===== config.mk =====
export PLATFORM = sky130hd
export DESIGN_NAME = expansion_audio_pulse_saw_synth_core
export DESIGN_NICKNAME = d
export VERILOG_FILES = /design/src/hw/rtl/easps_pkg.sv /design/src/hw/rtl/expansion_audio_pulse_saw_synth_core.sv
export SDC_FILE = /design/constraint.sdc
export NUM_CORES = 1
export LEC_CHECK = 0
export BUFFER_PORTS_ARGS = -buffer_cell sky130_fd_sc_hd__buf_2
export CAP_MARGIN = 20
export CORE_ASPECT_RATIO = 1.5
export CORE_UTILIZATION = 43
export DETAILED_ROUTE_END_ITERATION = 10
export PLACE_DENSITY = 0.68
export SLEW_MARGIN = 20
export SYNTH_ARGS = -nofsm -noshare
export SYNTH_HDL_FRONTEND = slang
export SYNTH_SLANG_ARGS = --single-unit

===== constraint.sdc =====
create_clock -name clock -period 13.26 [get_ports clock]
set_input_delay 3.315 -clock clock [delete_from_list [all_inputs] [get_ports clock]]
set_output_delay 3.315 -clock clock [all_outputs]
set_load 0.1 [all_outputs]

===== src/hw/rtl/easps_pkg.sv =====
// easps_pkg: shared constants, types and helpers for the expansion audio synth core
// no dependencies; imported by the core and its port checker
`timescale 1ns / 1ps

package easps_pkg;

   // transaction kinds carried on req_tuser
   localparam logic OP_WRITE = 1'b0;
   localparam logic OP_TICK  = 1'b1;

   // bus address decode
   localparam logic [15:0] ADDR_MASK    = 16'hF003;
   localparam logic [15:0] ADDR_CONTROL = 16'h9003;
   localparam logic [3:0]  BANK_PULSE_ONE = 4'h9;
   localparam logic [3:0]  BANK_PULSE_TWO = 4'hA;
   localparam logic [3:0]  BANK_SAW       = 4'hB;

   // register offsets inside a bank
   localparam logic [1:0] REG_CONTROL = 2'd0;
   localparam logic [1:0] REG_PERIOD_LO = 2'd1;
   localparam logic [1:0] REG_PERIOD_HI = 2'd2;

   // frequency shift codes
   localparam logic [1:0] SHIFT_NONE = 2'd0;
   localparam logic [1:0] SHIFT_FOUR = 2'd1;
   localparam logic [1:0] SHIFT_EIGHT = 2'd2;

   // saw step wraps after this many steps
   localparam logic [3:0] SAW_STEPS = 4'd14;

   // stream payload widths
   localparam int REQ_DATA_W = 24;
   localparam int RSP_DATA_W = 24;

   typedef logic [12:0] divider_type;
   typedef logic [11:0] period_type;

   // divider reload: shifted period plus one
   function automatic divider_type reload_value(input period_type period,
                                                input logic [1:0] shift);
      period_type shifted;
      case (shift)
         SHIFT_FOUR:  shifted = period >> 4;
         SHIFT_EIGHT: shifted = period >> 8;
         default:     shifted = period;
      endcase
      return {1'b0, shifted} + 13'd1;
   endfunction

endpackage


===== src/hw/rtl/expansion_audio_pulse_saw_synth_core.sv =====
// expansion_audio_pulse_saw_synth_core: two pulse voices and one sawtooth voice
// behind bus registers; depends on easps_pkg
`timescale 1ns / 1ps

// Each request transaction is either a register write (req_tuser = 0) or one
// clock tick (req_tuser = 1). A write updates the voice registers decoded from
// address & 0xF003 and gives no response; a tick advances the enabled voices,
// unless halted, and returns one response with the three raw levels and their
// sum. The block takes one transaction per cycle while no tick is stalled: it
// lands in an input register and is processed by the single-pass update logic,
// which loads a tick's response into the response register. A tick stalls in
// the input register only while the response register is full and not being
// taken; writes never wait for the response side.
module expansion_audio_pulse_saw_synth_core (
   input  logic                                clock,
   input  logic                                reset,
   input  logic                                req_tvalid,
   output logic                                req_tready,
   // address [15:0], data [23:16]
   input  logic [easps_pkg::REQ_DATA_W-1:0]    req_tdata,
   // operation [0]
   input  logic                                req_tuser,
   output logic                                rsp_tvalid,
   input  logic                                rsp_tready,
   // pulse_one_level [3:0], pulse_two_level [7:4], saw_level [12:8],
   // mixed_level [18:13], zero [23:19]
   output logic [easps_pkg::RSP_DATA_W-1:0]    rsp_tdata
);
   import easps_pkg::*;

   // input register
   logic                  in_valid_ff, in_valid_in;
   logic                  in_op_ff;
   logic [15:0]           in_addr_ff;
   logic [7:0]            in_data_ff;
   logic                  in_fire;

   // response register
   logic                  out_valid_ff, out_valid_in;
   logic [RSP_DATA_W-1:0] out_data_ff, out_data_in;

   // voice state
   logic [3:0]  pulse_volume_ff [2], pulse_volume_in [2];
   logic [2:0]  pulse_duty_ff   [2], pulse_duty_in   [2];
   logic        pulse_const_ff  [2], pulse_const_in  [2];
   logic        pulse_enable_ff [2], pulse_enable_in [2];
   period_type  pulse_period_ff [2], pulse_period_in [2];
   logic [3:0]  pulse_step_ff   [2], pulse_step_in   [2];
   divider_type pulse_div_ff    [2], pulse_div_in    [2];
   logic [5:0]  saw_rate_ff,   saw_rate_in;
   logic        saw_enable_ff, saw_enable_in;
   period_type  saw_period_ff, saw_period_in;
   logic [3:0]  saw_step_ff,   saw_step_in;
   logic [7:0]  saw_acc_ff,    saw_acc_in;
   divider_type saw_div_ff,    saw_div_in;
   logic        halt_ff,       halt_in;
   logic [1:0]  shift_ff,      shift_in;

   // handshake: a tick needs room in the response register
   assign in_fire    = in_valid_ff &&
                       (in_op_ff == OP_WRITE || !out_valid_ff || rsp_tready);
   assign req_tready = !in_valid_ff || in_fire;
   assign in_valid_in = (req_tvalid && req_tready) || (in_valid_ff && !in_fire);

   // single-pass update of voice state and response
   always_comb begin
      logic [15:0] masked;
      logic [3:0]  bank;
      logic [1:0]  offset;
      logic [3:0]  pulse_level [2];
      logic [4:0]  saw_level;
      logic [3:0]  saw_next;
      logic [5:0]  mixed;
      logic        sel;

      pulse_volume_in = pulse_volume_ff;
      pulse_duty_in   = pulse_duty_ff;
      pulse_const_in  = pulse_const_ff;
      pulse_enable_in = pulse_enable_ff;
      pulse_period_in = pulse_period_ff;
      pulse_step_in   = pulse_step_ff;
      pulse_div_in    = pulse_div_ff;
      saw_rate_in     = saw_rate_ff;
      saw_enable_in   = saw_enable_ff;
      saw_period_in   = saw_period_ff;
      saw_step_in     = saw_step_ff;
      saw_acc_in      = saw_acc_ff;
      saw_div_in      = saw_div_ff;
      halt_in         = halt_ff;
      shift_in        = shift_ff;
      out_data_in     = out_data_ff;

      masked = in_addr_ff & ADDR_MASK;
      bank   = masked[15:12];
      offset = masked[1:0];
      sel    = (bank == BANK_PULSE_TWO);
      pulse_level[0] = 4'd0;
      pulse_level[1] = 4'd0;
      saw_level = 5'd0;
      saw_next  = 4'd0;
      mixed     = 6'd0;

      if (in_fire && in_op_ff == OP_WRITE) begin
         // register write
         if (masked == ADDR_CONTROL) begin
            halt_in = in_data_ff[0];
            if (in_data_ff[2]) begin
               shift_in = SHIFT_EIGHT;
            end else if (in_data_ff[1]) begin
               shift_in = SHIFT_FOUR;
            end else begin
               shift_in = SHIFT_NONE;
            end
         end else if (bank == BANK_PULSE_ONE || bank == BANK_PULSE_TWO) begin
            case (offset)
               REG_CONTROL: begin
                  pulse_volume_in[sel] = in_data_ff[3:0];
                  pulse_duty_in[sel]   = in_data_ff[6:4];
                  pulse_const_in[sel]  = in_data_ff[7];
               end
               REG_PERIOD_LO: begin
                  pulse_period_in[sel] = {pulse_period_ff[sel][11:8], in_data_ff};
               end
               REG_PERIOD_HI: begin
                  pulse_period_in[sel] = {in_data_ff[3:0], pulse_period_ff[sel][7:0]};
                  pulse_enable_in[sel] = in_data_ff[7];
                  if (!in_data_ff[7]) begin
                     pulse_step_in[sel] = 4'd0;
                  end
               end
               default: begin
               end
            endcase
         end else if (bank == BANK_SAW) begin
            case (offset)
               REG_CONTROL: begin
                  saw_rate_in = in_data_ff[5:0];
               end
               REG_PERIOD_LO: begin
                  saw_period_in = {saw_period_ff[11:8], in_data_ff};
               end
               REG_PERIOD_HI: begin
                  saw_period_in = {in_data_ff[3:0], saw_period_ff[7:0]};
                  saw_enable_in = in_data_ff[7];
                  if (!in_data_ff[7]) begin
                     saw_step_in = 4'd0;
                  end
               end
               default: begin
               end
            endcase
         end
      end else if (in_fire) begin
         // pulse voices: count down, advance step, pick level
         for (int v = 0; v < 2; v++) begin
            if (pulse_enable_ff[v]) begin
               if (!halt_ff) begin
                  if (pulse_div_ff[v] <= 13'd1) begin
                     pulse_div_in[v]  = reload_value(pulse_period_ff[v], shift_ff);
                     pulse_step_in[v] = pulse_step_ff[v] + 4'd1;
                  end else begin
                     pulse_div_in[v] = pulse_div_ff[v] - 13'd1;
                  end
               end
               if (pulse_const_ff[v] || pulse_step_in[v] <= {1'b0, pulse_duty_ff[v]}) begin
                  pulse_level[v] = pulse_volume_ff[v];
               end
            end
         end

         // saw voice: step modulo fourteen, accumulate on even nonzero steps, clear on wrap
         if (saw_enable_ff) begin
            if (!halt_ff) begin
               if (saw_div_ff <= 13'd1) begin
                  saw_div_in = reload_value(saw_period_ff, shift_ff);
                  saw_next   = (saw_step_ff == SAW_STEPS - 4'd1) ? 4'd0
                                                                 : saw_step_ff + 4'd1;
                  saw_step_in = saw_next;
                  if (saw_next == 4'd0) begin
                     saw_acc_in = 8'd0;
                  end else if (!saw_next[0]) begin
                     saw_acc_in = saw_acc_ff + {2'b00, saw_rate_ff};
                  end
               end else begin
                  saw_div_in = saw_div_ff - 13'd1;
               end
            end
            saw_level = saw_acc_in[7:3];
         end

         // response payload
         mixed = {2'b00, pulse_level[0]} + {2'b00, pulse_level[1]} + {1'b0, saw_level};
         out_data_in = {5'd0, mixed, saw_level, pulse_level[1], pulse_level[0]};
      end
   end

   // response valid: hold until taken, load on each tick
   always_comb begin
      out_valid_in = out_valid_ff && !rsp_tready;
      if (in_fire && in_op_ff == OP_TICK) begin
         out_valid_in = 1'b1;
      end
   end

   assign rsp_tvalid = out_valid_ff;
   assign rsp_tdata  = out_data_ff;

   // control and voice state registers
   always_ff @(posedge clock) begin
      if (reset) begin
         in_valid_ff  <= 1'b0;
         out_valid_ff <= 1'b0;
         for (int i = 0; i < 2; i++) begin
            pulse_volume_ff[i] <= 4'd0;
            pulse_duty_ff[i]   <= 3'd0;
            pulse_const_ff[i]  <= 1'b0;
            pulse_enable_ff[i] <= 1'b0;
            pulse_period_ff[i] <= 12'd0;
            pulse_step_ff[i]   <= 4'd0;
            pulse_div_ff[i]    <= 13'd1;
         end
         saw_rate_ff   <= 6'd0;
         saw_enable_ff <= 1'b0;
         saw_period_ff <= 12'd0;
         saw_step_ff   <= 4'd0;
         saw_acc_ff    <= 8'd0;
         saw_div_ff    <= 13'd1;
         halt_ff       <= 1'b0;
         shift_ff      <= SHIFT_NONE;
      end else begin
         in_valid_ff     <= in_valid_in;
         out_valid_ff    <= out_valid_in;
         pulse_volume_ff <= pulse_volume_in;
         pulse_duty_ff   <= pulse_duty_in;
         pulse_const_ff  <= pulse_const_in;
         pulse_enable_ff <= pulse_enable_in;
         pulse_period_ff <= pulse_period_in;
         pulse_step_ff   <= pulse_step_in;
         pulse_div_ff    <= pulse_div_in;
         saw_rate_ff     <= saw_rate_in;
         saw_enable_ff   <= saw_enable_in;
         saw_period_ff   <= saw_period_in;
         saw_step_ff     <= saw_step_in;
         saw_acc_ff      <= saw_acc_in;
         saw_div_ff      <= saw_div_in;
         halt_ff         <= halt_in;
         shift_ff        <= shift_in;
      end
   end

   // payload registers
   always_ff @(posedge clock) begin
      if (req_tvalid && req_tready) begin
         in_op_ff   <= req_tuser;
         in_addr_ff <= req_tdata[15:0];
         in_data_ff <= req_tdata[23:16];
      end
      out_data_ff <= out_data_in;
   end

endmodule


==> impl_metrics.prom <==
# TYPE chip_impl_metric gauge
chip_impl_metric{name="filler_cell_count",unit=""} 2116
chip_impl_metric{name="grt.overflow.total",unit=""} 0
chip_impl_metric{name="report.power.total",unit="mW"} 1.06
chip_impl_metric{name="ys_ff_latch",unit=""} 159
chip_impl_metric{name="worstRegToRegCells",unit=""} 18
chip_impl_metric{name="power_switching",unit="mW"} 0.267
chip_impl_metric{name="synth-async-reset-ratio",unit=""} 0
chip_impl_metric{name="grt_start_max_net_pins",unit=""} 80
chip_impl_metric{name="timing.final.crit_share",unit=""} 0.553
chip_impl_metric{name="final-hold-violation-count",unit=""} 0
chip_impl_metric{name="clock_tree.buffer_depth",unit=""} 2
chip_impl_metric{name="drt-pass1-iter-count",unit=""} 5
chip_impl_info{name="list_of_most_frequent_post_synthesis_cells",value="sky130_fd_sc_hd__nand2_1, sky130_fd_sc_hd__dfxtp_1, sky130_fd_sc_hd__a21oi_1"} 1
chip_impl_metric{name="cts-htree-levels",unit=""} 4
chip_impl_metric{name="grt_pass1_wl",unit="mm"} 40.8
chip_impl_metric{name="die-area",unit="mm²"} 0.0228
chip_impl_metric{name="grt_pass1_vias",unit=""} 8267
chip_impl_metric{name="tritoncts.num_buffers",unit=""} 17
chip_impl_metric{name="fp.dieW",unit="µm"} 124
chip_impl_metric{name="power.internal",unit="mW"} 0.792
chip_impl_metric{name="post_cts_setup_buffer_count",unit=""} 0
chip_impl_metric{name="netlist.area_leader.share",unit=""} 0.262
chip_impl_info{name="setup.worst_path.start_class",value="input pin"} 1
chip_impl_metric{name="timing.max_cap.violations",unit=""} 0
chip_impl_metric{name="nNetsFinal",unit=""} 1214
chip_impl_metric{name="setup.reg_to_reg.worst_slack",unit="ns"} 8.05
chip_impl_metric{name="share_comb_of_total_power",unit=""} 0.044
chip_impl_metric{name="setup_viols_final",unit=""} 0
chip_impl_metric{name="instances_no_fill",unit=""} 1430
chip_impl_info{name="tritoncts",value="done"} 1
chip_impl_metric{name="p_leak",unit="nW"} 3.75
chip_impl_metric{name="drt.antenna.violating_nets",unit=""} 0
chip_impl_metric{name="antenna_found_initial",unit=""} 0
chip_impl_metric{name="core_area",unit="mm²"} 0.0217
chip_impl_info{name="synth_largest_area_cell",value="sky130_fd_sc_hd__dfxtp_1"} 1
chip_impl_metric{name="p_per_area",unit="mW/mm²"} 101
chip_impl_metric{name="chipHeight",unit="µm"} 184
chip_impl_metric{name="max-vdd-ir-drop",unit="V"} 0.0000903
chip_impl_metric{name="via_per_inst",unit=""} 6.06
chip_impl_metric{name="flow.area_growth_from_synthesis",unit="%"} 9.44
chip_impl_metric{name="cts.repair.resized",unit=""} 0
chip_impl_metric{name="worst-endpoint-arrival",unit="ns"} 4.02
chip_impl_metric{name="place_hpwl",unit="mm"} 17.9
chip_impl_metric{name="effective_utilization_at_floorplan",unit=""} 0.439
chip_impl_metric{name="max_freq",unit="MHz"} 136
chip_impl_metric{name="postCtsHoldBufs",unit=""} 0
chip_impl_metric{name="grtUsageTotal",unit=""} 0.230
chip_impl_info{name="root_buffer",value="sky130_fd_sc_hd__clkbuf_16"} 1
chip_impl_info{name="r2r-end",value="rsp_tdata[18]"} 1
chip_impl_metric{name="syn_area_per_cell",unit="µm²"} 8.28
chip_impl_metric{name="number_of_placement_rows",unit=""} 66
chip_impl_metric{name="syn-instance-count",unit=""} 1152
chip_impl_metric{name="io-pin-count",unit=""} 55
chip_impl_info{name="end_kind",value="primary output"} 1
chip_impl_metric{name="report.final.slew_viol_count",unit=""} 0
chip_impl_metric{name="post-route-min-period",unit="ns"} 7.34
chip_impl_info{name="yosys-top-cells-area",value="sky130_fd_sc_hd__dfxtp_1, sky130_fd_sc_hd__edfxtp_1, sky130_fd_sc_hd__nand2_1"} 1
chip_impl_metric{name="worst_skew_pair.late_latency",unit="ns"} 0.44
chip_impl_metric{name="gpl.final_weighted_congestion",unit=""} 0.863
chip_impl_metric{name="synth_enable_flop_cells",unit=""} 34
chip_impl_info{name="timing.hold.worst.class",value="reg2reg"} 1
chip_impl_info{name="hold-path-endpoint",value="saw_period_ff[1]"} 1
chip_impl_info{name="run_status",value="completed"} 1
chip_impl_metric{name="numClockSinks",unit=""} 159
chip_impl_metric{name="clock_input_transition_at_the_sequential_cells_of_the_worst_setup_and_hold_paths",unit="ns"} 0.06
chip_impl_info{name="critical_path_class",value="in2out"} 1
chip_impl_info{name="hp-start",value="saw_period_ff[1]"} 1
chip_impl_metric{name="drt_iter0_drc",unit=""} 523
chip_impl_metric{name="antenna_cells",unit=""} 0
chip_impl_info{name="rsz0062_at_grt",value="false"} 1
chip_impl_metric{name="setup_tns_after_final_layout",unit="ns"} 0
chip_impl_metric{name="buffer_ports.inserted",unit=""} 39
chip_impl_metric{name="hold-path-cell-count",unit=""} 2
chip_impl_metric{name="critical_path.max_fanout",unit=""} 3
chip_impl_metric{name="synth_area",unit="mm²"} 0.00954
chip_impl_info{name="synthFlopType",value="sky130_fd_sc_hd__dfxtp_1"} 1
chip_impl_metric{name="synth.yosys.warnings",unit=""} 0
chip_impl_info{name="source_of_the_critical_timing_path",value="rsp_tready"} 1
chip_impl_metric{name="clock_power_share",unit=""} 0.477
chip_impl_metric{name="seq_power_share",unit=""} 0.479
chip_impl_metric{name="ys_seq_area_frac",unit=""} 0.369
chip_impl_metric{name="place.detailed.instances",unit=""} 1397
chip_impl_metric{name="slew_headroom",unit=""} 0.336
chip_impl_metric{name="post_synth_num_cell_types",unit=""} 85
chip_impl_metric{name="finish.utilization",unit=""} 0.481
chip_impl_metric{name="vias",unit=""} 8667
chip_impl_metric{name="drc_errors",unit=""} 0
chip_impl_info{name="regToRegStartpoint",value="pulse_div_ff[20]"} 1
chip_impl_metric{name="fin_skew",unit="ns"} 0.0136
chip_impl_metric{name="wl_per_cell",unit="µm"} 17.5
chip_impl_info{name="yosys.cell_count.top_type",value="sky130_fd_sc_hd__nand2_1"} 1
chip_impl_metric{name="tightest_slew",unit="ns"} 0.996
chip_impl_metric{name="route.final.wire_length",unit="mm"} 25.0
chip_impl_metric{name="p_sw_frac",unit=""} 0.252
chip_impl_metric{name="layout-drive-gt1-share",unit=""} 0.0889
chip_impl_metric{name="worstPathRequired",unit="ns"} 9.94
-- layout by cell type, fill, tap and decap left out, types with 18 or more instances in the layout --
| cell type | instances |
|---|---|
| sky130_fd_sc_hd__nor3_1 | 40 |
| sky130_fd_sc_hd__or3_1 | 18 |
| sky130_fd_sc_hd__nand3_1 | 73 |
| sky130_fd_sc_hd__nor2b_1 | 22 |
| sky130_fd_sc_hd__buf_2 | 38 |
| sky130_fd_sc_hd__o21ai_0 | 38 |
| sky130_fd_sc_hd__nand4_1 | 29 |
| sky130_fd_sc_hd__edfxtp_1 | 34 |
| sky130_fd_sc_hd__ha_1 | 34 |
| sky130_fd_sc_hd__nand2_1 | 145 |
| sky130_fd_sc_hd__a21oi_1 | 91 |
| sky130_fd_sc_hd__dfxtp_1 | 125 |
| sky130_fd_sc_hd__mux2i_1 | 32 |
| sky130_fd_sc_hd__nor2_1 | 68 |
| sky130_fd_sc_hd__inv_1 | 42 |
-- logic make-up (layout without fill, tap and decap cells) --
family,Yosys count,count (layout),share of synthesized area
muxes,38,38,0.0407
buffers and inverters,120,122,0.0498
DFF,159,159,0.369
adders and majority gates,40,40,0.0572
xor gates and xnor gates,20,20,0.0184
other,1,5,0.000393
AOI/OAI and AO/OA,276,276,0.192
and+or+nand+nor,498,498,0.272
-- routing by layer --
layer  wire, µm  share of wire  global-route usage
met1       9880           0.40               0.258
met2      13300           0.53               0.420
met3       1080          0.043              0.0347
met4        776          0.031              0.0969
met5          0              0                   0
-- state kept, by name (all words and copies together) (netlist names), 2 cells and up --
register	count
pulse_volume_ff	8
pulse_duty_ff	6
in_addr_ff	6
in_data_ff	8
saw_step_ff	4
pulse_step_ff	8
pulse_enable_ff	2
pulse_const_ff	2
saw_div_ff	13
rsp_tdata	19
saw_acc_ff	8
pulse_period_ff	24
pulse_div_ff	26
saw_period_ff	12
shift_ff	2
saw_rate_ff	6
-- power by group through the flow --
stage	registers [mW]	clock network (mW)	logic, mW
2_1_floorplan	0.521	0	0.0290
3_3_place_gp	0.518	0	0.0465
3_5_place_dp	0.518	0	0.0468
4_1_cts	0.507	0.509	0.0468
5_1_grt	0.507	0.528	0.0503
6_report	0.507	0.505	0.0469
-- final cells by class --
class	count	area [µm²]	share of cell area
inverter	43	161	0.0155
timing repair buffer	47	258	0.0247
sequential	159	3520	0.337
tap	272	340	0.0326
clock inverter	14	170	0.0163
multi-input combinational	877	5560	0.532
clock buffer	18	429	0.0411
-- worst max path at each step --
stage / cells after the start / slack [ns] / end
5_1_grt: 4 / 5.85 / req_tready
4_1_cts: 4 / 5.91 / req_tready
3_3_place_gp: 4 / 5.92 / req_tready
3_5_place_dp: 4 / 5.91 / req_tready
2_1_floorplan: 2 / 5.90 / req_tready
6_report: 4 / 5.92 / req_tready
-- worst max-delay path, cell delays in order --
cell and delay, ns:
sky130_fd_sc_hd__buf_2 0.10, sky130_fd_sc_hd__nor2b_1 0.21, sky130_fd_sc_hd__nand2_1 0.09, sky130_fd_sc_hd__buf_2 0.31
-- per-stage QoR --
step | instance area (µm²) | setup slack [ns] | hold WS, ns
3_5_place_dp | 9840 | 5.91 | 0.445
4_1_cts | 10400 | 5.91 | 0.453
6_report | 10400 | 5.92 | 0.452
5_1_grt | 10400 | 5.85 | 0.476
2_1_floorplan | 9560 | 5.90 | 0.432
3_3_place_gp | 9840 | 5.92 | 0.440
No activity file was read; power rests on OpenSTA's default activity.
